==> src/design/multi_client_watchdog_table_top_macros.svh <==
// Assertion macros for the watchdog table modules.
// Uses the aclk / aresetn port names of the including module.
`ifndef MULTI_CLIENT_WATCHDOG_TABLE_TOP_MACROS_SVH
`define MULTI_CLIENT_WATCHDOG_TABLE_TOP_MACROS_SVH

`ifndef SYNTHESIS
// checked only out of reset
`define MCWT_ASSERT(label, prop, msg) \
    label: assert property (@(posedge aclk) disable iff (!aresetn) prop) \
        else $error(msg);
// checked on every edge, reset included
`define MCWT_ASSERT_ANY(label, prop, msg) \
    label: assert property (@(posedge aclk) prop) \
        else $error(msg);
`else
`define MCWT_ASSERT(label, prop, msg)
`define MCWT_ASSERT_ANY(label, prop, msg)
`endif

`endif

==> src/design/mcwt_pkg.sv <==
// Shared types and constants for the watchdog table.
// No dependencies.
package mcwt_pkg;

    localparam int KEY_W    = 32;
    localparam int CALLER_W = 31;
    localparam int STAT_W   = 2;
    localparam int OP_W     = 2;

    typedef enum logic [OP_W-1:0] {
        OP_KICK   = 2'd0,
        OP_REMOVE = 2'd1,
        OP_CHECK  = 2'd2
    } op_t;

    localparam logic [STAT_W-1:0] ST_UNKNOWN = 2'd0;
    localparam logic [STAT_W-1:0] ST_ACTIVE  = 2'd1;

    typedef struct packed {
        logic [OP_W-1:0]         operation;
        logic signed [KEY_W-1:0] specific_id;
        logic [CALLER_W-1:0]     caller_id;
        logic [STAT_W-1:0]       kick_status;
    } in_item_t;

    typedef struct packed {
        logic                    happy;
        logic signed [KEY_W-1:0] failing_key;
        logic                    table_full;
    } out_item_t;

    typedef struct packed {
        logic load;
        logic scan;
        logic commit;
        logic out_load;
    } ctrl_cmd_t;

    typedef struct packed {
        logic scan_done;
        logic out_free;
    } dp_stat_t;

    // negated specific id, or caller id when the specific id is zero
    function automatic logic [KEY_W-1:0] client_key(input logic [KEY_W-1:0] spec,
                                                    input logic [CALLER_W-1:0] caller);
        logic [KEY_W-1:0] res;
        if (spec == '0) begin
            res = {1'b0, caller};
        end else begin
            res = ~spec + {{(KEY_W-1){1'b0}}, 1'b1};
        end
        return res;
    endfunction

endpackage

==> src/design/mcwt_ctrl.sv <==
// Sequencing state machine of the watchdog table.
// Depends on mcwt_pkg and the assertion macro header.
`include "multi_client_watchdog_table_top_macros.svh"

module mcwt_ctrl (
    input  logic                 aclk,
    input  logic                 aresetn,
    input  logic                 s_valid,
    output logic                 s_ready,
    input  mcwt_pkg::dp_stat_t   st,
    output mcwt_pkg::ctrl_cmd_t  cmd
);

    typedef enum logic [3:0] {
        S_IDLE   = 4'b0001,
        S_SCAN   = 4'b0010,
        S_COMMIT = 4'b0100,
        S_DONE   = 4'b1000
    } state_t;

    state_t state_reg, state_next;

    always_comb begin
        state_next   = state_reg;
        cmd          = '0;
        s_ready      = 1'b0;
        case (state_reg)
            S_IDLE: begin
                s_ready = 1'b1;
                if (s_valid) begin
                    cmd.load   = 1'b1;
                    state_next = S_SCAN;
                end
            end
            S_SCAN: begin
                cmd.scan = 1'b1;
                if (st.scan_done) begin
                    state_next = S_COMMIT;
                end
            end
            S_COMMIT: begin
                cmd.commit = 1'b1;
                state_next = S_DONE;
            end
            S_DONE: begin
                // wait for the result register to drain
                if (st.out_free) begin
                    cmd.out_load = 1'b1;
                    state_next   = S_IDLE;
                end
            end
            default: begin
                state_next = S_IDLE;
            end
        endcase
    end

    always_ff @(posedge aclk) begin
        if (!aresetn) begin
            state_reg <= S_IDLE;
        end else begin
            state_reg <= state_next;
        end
    end

    `MCWT_ASSERT(a_accept_starts_scan, (s_valid && s_ready) |=> (state_reg == S_SCAN), "accepted item did not start a scan")
    `MCWT_ASSERT(a_out_load_when_free, cmd.out_load |-> st.out_free, "result loaded over a pending result")
    `MCWT_ASSERT(a_done_only_in_scan, st.scan_done |-> (state_reg == S_SCAN), "scan done outside scan state")
    `MCWT_ASSERT_ANY(a_reset_to_idle, !aresetn |=> (state_reg == S_IDLE), "reset did not return to idle")

endmodule

==> src/design/mcwt_datapath.sv <==
// Slot storage, scan pipeline and result register of the watchdog table.
// Depends on mcwt_pkg and the assertion macro header.
`include "multi_client_watchdog_table_top_macros.svh"

module mcwt_datapath #(
    parameter int MAX_CLIENTS = 16
) (
    input  logic                 aclk,
    input  logic                 aresetn,
    input  mcwt_pkg::ctrl_cmd_t  cmd,
    output mcwt_pkg::dp_stat_t   st,
    input  mcwt_pkg::in_item_t   s_data,
    output logic                 m_valid,
    input  logic                 m_ready,
    output mcwt_pkg::out_item_t  m_data
);

    localparam int IW = (MAX_CLIENTS > 1) ? $clog2(MAX_CLIENTS) : 1;
    localparam int CW = $clog2(MAX_CLIENTS + 1);
    localparam logic [IW-1:0] LAST_IDX = IW'(MAX_CLIENTS - 1);
    localparam logic [CW-1:0] CNT_END  = CW'(MAX_CLIENTS);
    localparam int KW = mcwt_pkg::KEY_W;
    localparam int SW = mcwt_pkg::STAT_W;

    // slot memories: entries are read only behind a set valid bit
    logic [KW-1:0] key_mem  [MAX_CLIENTS];
    logic [SW-1:0] stat_mem [MAX_CLIENTS];

    logic [MAX_CLIENTS-1:0]    valid_reg, valid_next;
    logic [mcwt_pkg::OP_W-1:0] op_reg;
    logic [KW-1:0]             key_reg;
    logic [SW-1:0]             kst_reg;
    logic [CW-1:0]             rd_cnt_reg;
    logic                      cmp_live_reg;
    logic [IW-1:0]             cmp_idx_reg;
    logic [KW-1:0]             key_rd_reg;
    logic [SW-1:0]             stat_rd_reg;
    logic                      hit_reg;
    logic [IW-1:0]             hit_idx_reg;
    logic                      free_found_reg;
    logic [IW-1:0]             free_idx_reg;
    logic                      happy_reg;
    logic [KW-1:0]             fkey_reg;
    logic                      full_reg;
    logic                      m_valid_reg;
    mcwt_pkg::out_item_t       m_data_reg;

    logic          cmp_valid, key_match, is_last, step, found;
    logic          stat_we, key_we;
    logic [IW-1:0] wr_idx;
    logic [SW-1:0] wr_stat;
    logic          kick_full;

    assign cmp_valid = valid_reg[cmp_idx_reg];
    assign key_match = cmp_valid && (key_rd_reg == key_reg);
    assign is_last   = (cmp_idx_reg == LAST_IDX);
    assign step      = cmd.scan && cmp_live_reg;

    always_comb begin
        case (op_reg)
            mcwt_pkg::OP_KICK:   found = key_match;
            mcwt_pkg::OP_REMOVE: found = key_match;
            mcwt_pkg::OP_CHECK:  found = cmp_valid && (stat_rd_reg == mcwt_pkg::ST_UNKNOWN);
            default:             found = 1'b1;  // unused code: stop at once
        endcase
    end

    assign st.scan_done = step && (found || is_last);
    assign st.out_free  = !m_valid_reg || m_ready;

    assign kick_full = cmd.commit && (op_reg == mcwt_pkg::OP_KICK)
                       && !hit_reg && !free_found_reg;

    // single write port shared by check demotion and kick commit
    always_comb begin
        stat_we    = 1'b0;
        key_we     = 1'b0;
        wr_idx     = cmp_idx_reg;
        wr_stat    = mcwt_pkg::ST_UNKNOWN;
        valid_next = valid_reg;
        if (step && (op_reg == mcwt_pkg::OP_CHECK) && cmp_valid
            && (stat_rd_reg == mcwt_pkg::ST_ACTIVE)) begin
            stat_we = 1'b1;
        end
        if (step && (op_reg == mcwt_pkg::OP_REMOVE) && key_match) begin
            valid_next[cmp_idx_reg] = 1'b0;
        end
        if (cmd.commit && (op_reg == mcwt_pkg::OP_KICK)) begin
            wr_stat = kst_reg;
            if (hit_reg) begin
                stat_we = 1'b1;
                wr_idx  = hit_idx_reg;
            end else if (free_found_reg) begin
                stat_we = 1'b1;
                key_we  = 1'b1;
                wr_idx  = free_idx_reg;
                valid_next[free_idx_reg] = 1'b1;
            end
        end
    end

    always_ff @(posedge aclk) begin
        if (stat_we) begin
            stat_mem[wr_idx] <= wr_stat;
        end
        if (key_we) begin
            key_mem[wr_idx] <= key_reg;
        end
        key_rd_reg  <= key_mem[rd_cnt_reg[IW-1:0]];
        stat_rd_reg <= stat_mem[rd_cnt_reg[IW-1:0]];
    end

    // control state
    always_ff @(posedge aclk) begin
        if (!aresetn) begin
            valid_reg    <= '0;
            cmp_live_reg <= 1'b0;
            m_valid_reg  <= 1'b0;
        end else begin
            valid_reg <= valid_next;
            if (cmd.load) begin
                cmp_live_reg <= 1'b0;
            end else if (cmd.scan) begin
                cmp_live_reg <= (rd_cnt_reg != CNT_END);
            end
            if (cmd.out_load) begin
                m_valid_reg <= 1'b1;
            end else if (m_ready) begin
                m_valid_reg <= 1'b0;
            end
        end
    end

    // item and scan bookkeeping
    always_ff @(posedge aclk) begin
        if (cmd.load) begin
            op_reg         <= s_data.operation;
            key_reg        <= mcwt_pkg::client_key(s_data.specific_id, s_data.caller_id);
            kst_reg        <= s_data.kick_status;
            rd_cnt_reg     <= '0;
            hit_reg        <= 1'b0;
            free_found_reg <= 1'b0;
            happy_reg      <= 1'b1;
            fkey_reg       <= '0;
            full_reg       <= 1'b0;
        end else begin
            if (cmd.scan && (rd_cnt_reg != CNT_END)) begin
                rd_cnt_reg  <= rd_cnt_reg + 1'b1;
                cmp_idx_reg <= rd_cnt_reg[IW-1:0];
            end
            if (step && (op_reg == mcwt_pkg::OP_KICK) && key_match) begin
                hit_reg     <= 1'b1;
                hit_idx_reg <= cmp_idx_reg;
            end
            if (step && !cmp_valid && !free_found_reg) begin
                free_found_reg <= 1'b1;
                free_idx_reg   <= cmp_idx_reg;
            end
            if (step && (op_reg == mcwt_pkg::OP_CHECK) && found) begin
                happy_reg <= 1'b0;
                fkey_reg  <= key_rd_reg;
            end
            if (kick_full) begin
                full_reg <= 1'b1;
            end
        end
        if (cmd.out_load) begin
            m_data_reg.happy       <= happy_reg;
            m_data_reg.failing_key <= fkey_reg;
            m_data_reg.table_full  <= full_reg;
        end
    end

    assign m_valid = m_valid_reg;
    assign m_data  = m_data_reg;

    `MCWT_ASSERT(a_full_only_if_all_used, kick_full |-> (&valid_reg), "table full flagged with a free slot")
    `MCWT_ASSERT(a_unhappy_only_check, (cmd.out_load && !happy_reg) |-> (op_reg == mcwt_pkg::OP_CHECK), "unhappy result from a non-check item")
    `MCWT_ASSERT(a_hit_slot_valid, (cmd.commit && hit_reg) |-> valid_reg[hit_idx_reg], "kick hit on an empty slot")

endmodule

==> src/design/multi_client_watchdog_table_top.sv <==
// Watchdog table of MAX_CLIENTS watched clients (signed key plus 2-bit status),
// built from mcwt_pkg, mcwt_ctrl and mcwt_datapath. Items are handled one at a
// time: kick, remove or check walks the slots in index order, one slot per
// cycle through the registered read of the slot memory, stopping at the first
// match (for check: a valid slot in unknown status) or the last slot; then it
// commits and loads its result once the output register is free. A new item is
// accepted while the previous result still waits in the output register. Kick of
// a new client takes the lowest free slot, or sets table_full if none is free.
module multi_client_watchdog_table_top #(
    parameter int MAX_CLIENTS = 16
) (
    input  logic                aclk,
    input  logic                aresetn,
    input  logic                s_valid,
    output logic                s_ready,
    input  mcwt_pkg::in_item_t  s_data,
    output logic                m_valid,
    input  logic                m_ready,
    output mcwt_pkg::out_item_t m_data
);

    mcwt_pkg::ctrl_cmd_t cmd;
    mcwt_pkg::dp_stat_t  st;

    mcwt_ctrl u_ctrl (
        .aclk    (aclk),
        .aresetn (aresetn),
        .s_valid (s_valid),
        .s_ready (s_ready),
        .st      (st),
        .cmd     (cmd)
    );

    mcwt_datapath #(
        .MAX_CLIENTS (MAX_CLIENTS)
    ) u_datapath (
        .aclk    (aclk),
        .aresetn (aresetn),
        .cmd     (cmd),
        .st      (st),
        .s_data  (s_data),
        .m_valid (m_valid),
        .m_ready (m_ready),
        .m_data  (m_data)
    );

endmodule
==> config.mk <==
export PLATFORM = sky130hd
export DESIGN_NAME = multi_client_watchdog_table_top
export DESIGN_NICKNAME = d
export VERILOG_FILES = /design/src/design/mcwt_pkg.sv /design/src/design/mcwt_ctrl.sv /design/src/design/mcwt_datapath.sv /design/src/design/multi_client_watchdog_table_top.sv
export VERILOG_INCLUDE_DIRS = /design/src /design/src/design
export SDC_FILE = /design/constraint.sdc
export NUM_CORES = 1
export LEC_CHECK = 0
export BUFFER_PORTS_ARGS = -buffer_cell sky130_fd_sc_hd__buf_2
export CAP_MARGIN = 30
export CORE_ASPECT_RATIO = 0.6
export CORE_MARGIN = 1
export CORE_UTILIZATION = 55
export DETAILED_ROUTE_END_ITERATION = 8
export MAX_ROUTING_LAYER = met4
export PLACE_DENSITY = 0.72
export SETUP_SLACK_MARGIN = 0.2
export SYNTH_ARGS = -nofsm -noshare
export SYNTH_HDL_FRONTEND = slang
export SYNTH_SLANG_ARGS = --single-unit
==> constraint.sdc <==
create_clock -name aclk -period 7.3 [get_ports aclk]
set_input_delay 0.365 -clock aclk [delete_from_list [all_inputs] [get_ports aclk]]
set_output_delay 0.365 -clock aclk [all_outputs]
set_load 0.02 [all_outputs]
==> flow_summary.toml, run 1 <==
[status]
outcome = "finished, final reports clean"

[finish]
seqCellArea_sq_mm = 0.0207
fin_cells = 2321
drive_above_1_share_pct = 27.6
area_growth_pct = 13.7
diodes = 0
largest_reg_flops = 512
num-nets-final = 1695
nFillCells = 3346
multi_input_area_sq_mm = 0.00689

[timing]
clock-skew-final_ps = 17.9
rsz0062_at_grt = "no"
finalSetupTns_ps = 0
fin_crit_ps = 3840
relSlewSlack_pct = 29.4
period_share_pct = 52.6
worst_pin_slew_ps = 1050
setup_viol = 0
drv_slew = 0
hold_viol_final = 0
fmax_mhz = 261

[floorplan]
fp.dieH_microns = 176
pin_count = 107
fp.coreArea_sq_mm = 0.0497
die_w_microns = 293
placementRows = 63
start_util_pct = 56.1
die_area_sq_mm = 0.0516

[routing]
wl_microns = 64100
drtIter0Drc = 1594
wl_per_cell_microns = 27.6
drt_first_pass_iters = 5
drc_errors = 0
vias = 14600
via_per_inst = 6.30
ant_nets = 0

[yosys]
netlist_area_sq_mm = 0.0279
synth-seq-cells = 723
yosysSeqAreaShare_pct = 74.5
synth_edf_count = 626
syn_inst = 1480
yosys_warnings = 0
synth_nets = 1554
synthFlopType = "edfxtp_1"
syn_area_per_cell_sq_um = 18.8
ys_async_sr_fraction_pct = 0
yosysUniqueCellTypes = 54

[place]
io_buffers = 106
dpl.cell_count = 2204
place_hpwl_microns = 39000
gp_congestion = 0.854

[worst_setup_path]
critPathMaxFanout = 18
slowest_stage = "nor2_1"
crit_required_ps = 7550
cp_cell_sequence = "nor2_1, and2_1, o221ai_1, or2_2, nor2_4, buf_4"
worst_setup_path_end_kind = "register"
slowest_delay_ps = 770
critPathTopFamily = "simple AND/OR/NAND/NOR gates"
crit_buf_inv = 1
start_kind = "register"
rrSetupSlack_ps = 3460
worstSetupPathType = "register to register"
cp_data_arrival_time_ps = 4090

[clock_network]
cts_tree = "done"
post_cts.repair.setup_buffers = 0
cts.sinks = 723
post_cts_resized = 0
path_clk_slew_ps = 70
cts_max_level = 2
cts_made_buffers = 61
cts-root-buf = "clkbuf_16"
clock_path_buffers = 3
clkLatencyLatePin_ps = 610
ctsHoldBuffers = 4

[power]
power_mw = 9.01
powerDensity_mw_per_mm2 = 284
static-leakage-power_nw = 10.1
vdd.ir_drop.worst_v = 0.000228

[global_route]
grt_usage_pct = 26.2
grt_pass1_wl_microns = 94600
grt_overflow_total = 0
antenna_found_initial = 1
grt_max_degree = 111
grt_pass1_vias = 14200

[worst_hold_path]
hp-class = "input port to register"

[flow_run]
cap_violations = 0
-- through the flow --
step | hold slack, ps | util, % | instance area (sq um) | setup WS (ps)
2_1_floorplan | 406 | - | 27900 | 2000
3_3_place_gp | 414 | 59.0 | 29300 | 3690
3_5_place_dp | 416 | 59.5 | 29600 | 3640
4_1_cts | 9.76 | 63.8 | 31700 | 3610
5_1_grt | 39.0 | 63.8 | 31700 | 3350
6_report | 26.2 | 63.8 | 31700 | 3460
-- cell families after synthesis --
family	Yosys count	share of synthesized area [%]
AO/OA/AOI/OAI	111	2.47
XOR/XNOR	61	1.92
adder cells (fa/ha/maj)	3	0.135
buffers and inverters	88	1.29
flip-flops	723	74.5
multiplexers	182	14.4
AND/OR/NAND/NOR	312	5.36
-- report_power, final --
group / total, mW / internal, mW / switching, mW / leakage (nW)
Clock: 3.36 / 1.92 / 1.44 / 1.02
Sequential: 4.79 / 4.62 / 0.168 / 6.54
Combinational: 0.858 / 0.431 / 0.427 / 2.52
Total: 9.01 / 6.98 / 2.04 / 10.1
-- cells in the mapped netlist, drive strengths merged, types with 2 or more instances --
master	count	area, sq um
xor2	22	193
a21oi	53	265
dfxtp	97	1940
a41oi	4	35.0
and3	4	25.0
nand2b	9	56.3
inv	11	41.3
nand3	6	30.0
or4	5	41.3
and2	5	32.5
clkbuf	49	184
nor3	23	115
o221ai	2	17.5
ha	3	37.5
or3	6	37.5
nand4b	5	43.8
o21a	2	15.0
mux4	174	3920
nand4	9	56.3
mux2	2	22.5
edfxtp	626	18800
xnor2	39	342
nor2	69	259
nor4	16	121
nand2	134	505
nor4b	6	58.8
mux2i	6	60.1
o21ai	21	105
or2	3	18.8
nor3b	2	15.0
nor2b	2	12.5
a31oi	2	12.5
o221a	3	33.8
a22o	2	17.5
nand3b	6	45.0
a32oi	15	131
buf	28	135
-- layout by cell type, fill, tap and decap left out, types with 4 or more instances in the layout --
master / n
a41oi_1: 4
buf_4: 32
nand4b_1: 5
buf_2: 107
clkbuf_8: 7
inv_1: 10
nor4_1: 13
dfxtp_1: 93
nand2_1: 133
nand4_1: 9
nand2b_1: 9
clkinv_2: 18
clkbuf_16: 61
and3_1: 4
nand3b_1: 6
clkinv_1: 5
buf_16: 8
nor2_1: 54
nand3_1: 6
o21ai_0: 21
dlygate4sd3_1: 4
xnor2_1: 39
nor4b_1: 5
mux4_2: 174
mux2i_1: 6
buf_12: 4
clkbuf_1: 9
edfxtp_1: 626
xor2_1: 22
nor3_1: 23
a21oi_1: 53
nor2_4: 15
and2_1: 4
or4_1: 4
bufinv_16: 9
or3_1: 6
a32oi_1: 15
-- worst paths after layout --
kind                      startpoint                         to  cells past startpoint
max              u_ctrl.state_reg[3]  u_datapath.key_mem[11][9]                      6
max reg2reg      u_ctrl.state_reg[3]  u_datapath.key_mem[11][9]                      6
min reg2reg  u_datapath.fkey_reg[27]      u_datapath.m_data[28]                      0
min                       s_data[20]     u_datapath.key_reg[18]                      3
-- routing by layer --
layer	vias to the layer above	wire (microns)	GRT usage, %
met2	724	28800	37.8
met4	0	1290	6.11
met5	-	0	-
met1	7633	27900	39.3
li1	6193	-	-
met3	82	6060	4.70
-- cell type report --
cell class                 instances  area share [%]
inverter                          11           0.134
sequential                       723            65.5
clock buffer                      77            5.23
timing repair buffer             155            3.52
multi-input combinational        669            21.7
clock inverter                    36            1.31
tap                              650            2.57
-- worst min-delay path, stage by stage --
cell	delay, ps
buf_2	80
nand2_1	40
nand2_1	50
No activity file was read; power rests on OpenSTA's default activity.
==> inputs of run 2 (changes only) <==
Settings changed: ABC_AREA from default to 1.
Clock period 7.3 ns to 3.7 ns, I/O delays scaled along.
==> run 2 against run 1 <==
Combinational power is 83% higher; first-iteration DRC count increased by 60%; wire length increased by 18%; sequential power is 92% higher; power rose by 88%; worst setup slack worse by 2800 ps; register-to-register slack worse by 2800 ps; clock power increased by 85%; critical path depth increased by 3; area after synthesis increased by 2.4%; design area rose by 3.5%; sequential share of layout area fell by 2.2 points; critical endpoint is now u_datapath.key_mem[6][13].
==> flow_summary.toml, run 2 <==
[yosys]
yosysSeqAreaShare_pct = 72.7
synthAdderAreaFrac_pct = 0.132
yosysTopAreaCell = "edfxtp_1"
synth_top_family_by_area = "simple AND/OR/NAND/NOR gates"
synth_nets = 2472
synth_area_leaders = "edfxtp_1 66%, dfxtp_1 6.8%, o21ai_0 5.5%, nand2_1 5.2%, nor2_1 5.0%"
netlist_area_sq_mm = 0.0285
synth_edf_count = 626
synthSimpleGateAreaFrac_pct = 12.7
syn_inst = 2398
ys_async_sr_fraction_pct = 0
yosys_warnings = 0
syn_area_per_cell_sq_um = 11.9
synth_top_area_share_pct = 65.9
synth_compound_area_share_pct = 10.0
synth-xor-area-share_pct = 1.44
synth-seq-cells = 723
synth.most_common_cell = "edfxtp_1"
ys_top_cells_by_count = "626 x edfxtp_1, 394 x nand2_1, 379 x nor2_1"
synth_mux_area_share_pct = 0.0351
synthFlopType = "edfxtp_1"
yosysUniqueCellTypes = 43

[global_route]
grt_pass1_vias = 18600
grt_usage_pct = 30.0
grt_max_degree = 144
grt_pass1_wl_microns = 113000
grt_overflow_total = 0
antenna_found_initial = 0

[routing]
drtIter0Drc = 2546
wl_microns = 75900
drt_first_pass_iters = 6
drc_errors = 0
ant_nets = 0
via_per_inst = 5.95
top_layer_used = "met4"
vias = 19800
wl_met3_microns = 9490
wl_met2_microns = 32500
wl_met1_microns = 32100
wl_per_cell_microns = 22.8

[timing]
worst_pin_slew_ps = 982
period_share_pct = 81.8
relSlewSlack_pct = 34.3
clock-skew-final_ps = 23.5
holdWs_ps = 11.9
fin_crit_ps = 3030
finalSetupTns_ps = 0
hold_viol_final = 0
rsz0062_at_grt = "no"
drv_slew = 0
setup_viol = 0
fmax_mhz = 330

[worst_setup_path]
slowest_delay_ps = 460
critPathMaxFanout = 15
crit_buf_inv = 2
worstSetupPathType = "register to register"
slowest_stage = "dfxtp_1"
worst_setup_path_end_kind = "register"
rrSetupSlack_ps = 670
start_kind = "register"
cp_data_arrival_time_ps = 3330
cp_cell_sequence = "nand3_2, nor3_4, o211ai_1, o21ai_0, inv_1, nor2_1, nand2_1, nor2_4, buf_4"
critPathTopFamily = "simple AND/OR/NAND/NOR gates"
crit_required_ps = 4000

[clock_network]
clock_path_buffers = 3
path_clk_slew_ps = 70
cts_tree = "done"
cts_max_level = 2
post_cts_resized = 0
clkLatencyLatePin_ps = 620
post_cts.repair.setup_buffers = 0
cts_made_buffers = 61
ctsHoldBuffers = 57
cts.sinks = 723
cts-root-buf = "clkbuf_16"

[power]
p_comb_share_pct = 9.3
static-leakage-power_nw = 11.4
clkPwrFrac_pct = 36.5
p_sw_share_pct = 24.1
vdd.ir_drop.worst_v = 0.000507
p_int_mw = 12.9
powerDensity_mw_per_mm2 = 517
p_switching_mw = 4.09
pwr-share-seq_pct = 54.2

[place]
gp_congestion = 0.934
place_hpwl_microns = 47800
io_buffers = 106

[floorplan]
fp.dieH_microns = 178
fp.coreArea_sq_mm = 0.0511
placementRows = 64
die_area_sq_mm = 0.0528
start_util_pct = 55.8
pin_count = 107
die_w_microns = 296

[finish]
largest_reg_flops = 512
layout_common_cells = "626 x edfxtp_1, 394 x nand2_1, 361 x nor2_1"
final_common_cell = "edfxtp_1"
area_growth_pct = 15.0
num-nets-final = 2651
diodes = 0
drive_above_1_share_pct = 12.5

[status]
outcome = "finished, final reports clean"

[flow_run]
cap_violations = 0

[worst_hold_path]
hp-class = "input port to register"
run 2: routing by layer:
layer,GRT usage [%],vias up
li1,-,8907
met1,43.4,9589
met2,42.4,1146
met3,7.61,126
met4,7.73,0
met5,-,-
run 2: final timing paths:
| check | startpoint | end | depth (start not counted) |
|---|---|---|---|
| setup reg to reg | u_ctrl.state_reg[2] | u_datapath.key_mem[6][13] | 9 |
| hold reg to reg | u_datapath.fkey_reg[17] | u_datapath.m_data[18] | 0 |
| hold / removal | s_data[56] | u_datapath.key_reg[23] | 3 |
| setup / recovery | u_ctrl.state_reg[2] | u_datapath.key_mem[6][13] | 9 |
run 2: layout make-up:
class	count	area, sq um
clock inverter	33	258
fill	3806	18300
timing repair buffer	242	1840
clock buffer	82	1660
inverter	90	344
multi-input combinational	1459	7080
sequential	723	20700
tap	693	867
run 2: cell families after synthesis:
logic type / count (synthesis)
compound gates: 528
xor+xnor: 47
fa+ha+maj: 3
buf+inv: 216
flops: 723
mux: 1
simple gates: 880
run 2: stage by stage:
| step | power, mW | worst slack [ps] | util (%) | std cells | area [sq um] |
|---|---|---|---|---|---|
| global route | 17.5 | 447 | 64.2 | 3322 | 32800 |
| CTS | 17.0 | 689 | 64.1 | 3319 | 32700 |
| floorplan | 10.2 | 364 | - | 2398 | 28500 |
| global placement | 10.8 | 790 | 59.1 | 3144 | 30200 |
| detailed placement | 10.8 | 681 | 59.2 | 3147 | 30200 |
| finish | 17.0 | 674 | 64.2 | 3322 | 32800 |
run 2: worst register-to-register path, cell delays in order, from the launching register on:
cell and delay, ps:
dfxtp_1 460, nand3_2 160, nor3_4 360, o211ai_1 140, o21ai_0 250, inv_1 140, nor2_1 260, nand2_1 170
nor2_4 460, buf_4 320
run 2: power by group through the flow:
stage / clock network (mW) / logic, mW / registers, mW
3_3_place_gp: 0 / 1.42 / 9.36
4_1_cts: 6.27 / 1.53 / 9.18
6_report: 6.20 / 1.57 / 9.19
2_1_floorplan: 0 / 0.899 / 9.30
5_1_grt: 6.59 / 1.71 / 9.19
3_5_place_dp: 0 / 1.47 / 9.36
==> inputs of run 3 (changes only) <==
Settings changed: PLACE_DENSITY 0.72 to 0.75.
Clock period 3.7 ns to 2.5 ns, I/O delays scaled along.
==> run 3 against run 2 <==
Worst setup slack got worse by 520 ps; clock power increased by 59%; clock skew increased by 15 ps; maximum frequency increased by 29%; sequential power increased by 48%; count of clock-buffer cells in the layout increased by 6.
==> flow_summary.toml, run 3 (synthesis gave the netlist of run 2 again) <==
[power]
vdd.ir_drop.worst_v = 0.000547
static-leakage-power_nw = 11.9
power_mw = 25.9
powerDensity_mw_per_mm2 = 759

[finish]
utilization_pct = 66.8
fin_cells = 3387
final_area_sq_mm = 0.0341
layout_common_cells = "626 x edfxtp_1, 387 x nand2_1, 349 x nor2_1"
largest_reg_flops = 512
area_growth_pct = 19.6
num-nets-final = 2714
final_common_cell = "edfxtp_1"
drive_above_1_share_pct = 15.8

[floorplan]
start_util_pct = 55.8
fp.coreArea_sq_mm = 0.0511
pin_count = 107
fp.dieH_microns = 178
die_area_sq_mm = 0.0528
placementRows = 64
die_w_microns = 296

[clock_network]
cts_made_buffers = 60
cts_max_level = 2
cts-root-buf = "clkbuf_16"
cts_tree = "done"
clkLatencyLatePin_ps = 630
clock_path_buffers = 3
cts.sinks = 723
path_clk_slew_ps = 70

[timing]
drv_slew = 0
relSlewSlack_pct = 50.6
rsz0062_at_grt = "yes"
hold_viol_final = 0
clock-skew-final_ps = 38.4
finalSetupTns_ps = 0
fmax_mhz = 426
fin_crit_ps = 2350
worst_pin_slew_ps = 740
period_share_pct = 93.9
setup_viol = 0

[global_route]
grt_pass1_wl_microns = 115000
grt_usage_pct = 30.2
antenna_found_initial = 2
grt_pass1_vias = 19200
grt_max_degree = 140
grt_overflow_total = 0

[worst_setup_path]
timing.rr.end = "u_datapath.key_mem[7][29]"
cp_data_arrival_time_ps = 2670
rrSetupSlack_ps = 150
worstSetupPathType = "register to register"
crit_required_ps = 2820
reg2reg_depth = 13
start_kind = "register"
worst_setup_path_end_kind = "register"
rr_startpoint = "u_ctrl.state_reg[0]"
critPathMaxFanout = 7
crit_path_start = "u_ctrl.state_reg[0]"

[place]
gp_congestion = 0.970
placed_cell_area_sq_mm = 0.0308
io_buffers = 106
dpl.cell_count = 3186
place_hpwl_microns = 49900

[status]
outcome = "finished, final reports clean"

[routing]
drc_errors = 0
wl_per_cell_microns = 23.5
drtIter0Drc = 2785
via_per_inst = 6.03
wl_microns = 79700
vias = 20400
ant_nets = 0
drt_first_pass_iters = 6

[worst_hold_path]
holdPathStages = 3
hp-class = "input port to register"
hold-path-endpoint = "u_datapath.key_reg[13]"
hp-start = "s_data[46]"

[flow_run]
cap_violations = 0
run 3: cell types whose count changed in the layout (fill, tap and decap cells not counted), moves of 5 or more:
cell       before  now
buf_12          6   37
buf_4          67   86
nor2_1        361  349
clkbuf_16      61   72
clkinv_1       12    4
nor2_4         22   30
o21ai_0       316  308
nand2_1       394  387
nand2_2         3   10
clkinv_2       15    9
clkbuf_8        5   10
inv_1          78   73
o21ai_1         3    8
run 3: worst max-delay path, stage by stage (launching register included):
cell and delay, ps:
dfxtp_2 340, nor2_4 130, nand3_4 90, nor3_4 160
buf_12 140, o211ai_1 140, o21ai_4 120, inv_2 90
nor2_4 150, buf_4 140, nand2_2 70, nor2_4 130
buf_12 170, clkbuf_16 160
run 3: repair_timing:
item	in CTS	in global routing
setup buffers	3	11
pin swaps	1	9
setup endpoints to repair	554	565
hold endpoints to repair	40	0
gates cloned	0	11
hold buffers	60	0
resized for setup	8	45
run 3: layout make-up:
class	instances	area (sq um)
sequential	723	20800
fill	3636	17000
multi-input combinational	1459	7230
timing repair buffer	306	2840
clock buffer	88	1770
tap	693	867
inverter	90	348
clock inverter	25	303
antenna	3	7.51
run 3: routing by layer:
| metal | vias up | wire length (microns) | global-route usage, % | part of all wire (%) |
|---|---|---|---|---|
| met5 | - | 0 | - | 0 |
| met4 | 0 | 2640 | 11.0 | 3.3 |
| met3 | 159 | 9770 | 5.97 | 12 |
| met2 | 1352 | 34600 | 43.5 | 43 |
| met1 | 9893 | 32700 | 42.9 | 41 |
| li1 | 9029 | - | - | - |
run 3: worst max-delay path by stage:
stage / to / depth (start not counted)
2_1_floorplan: u_datapath.key_mem[11][0] / 9
3_3_place_gp: u_datapath.key_mem[3][10] / 10
3_5_place_dp: u_datapath.key_mem[1][7] / 10
4_1_cts: u_datapath.key_mem[4][3] / 11
5_1_grt: u_datapath.key_mem[5][14] / 11
6_report: u_datapath.key_mem[7][29] / 13
run 3: through the flow:
stage	worst slack [ps]	hold slack, ps
final	153	28.9
after global routing	107	40.9
after CTS	206	6.35
after detailed placement	12.4	304
after global placement	13.4	303
after floorplan	-290	224
run 3: power breakdown:
part,leakage (nW),internal (mW),total [mW],switching [mW]
sequential,6.53,13.3,13.6,0.236
clock,1.02,5.55,9.85,4.30
combinational,4.38,0.817,2.49,1.67
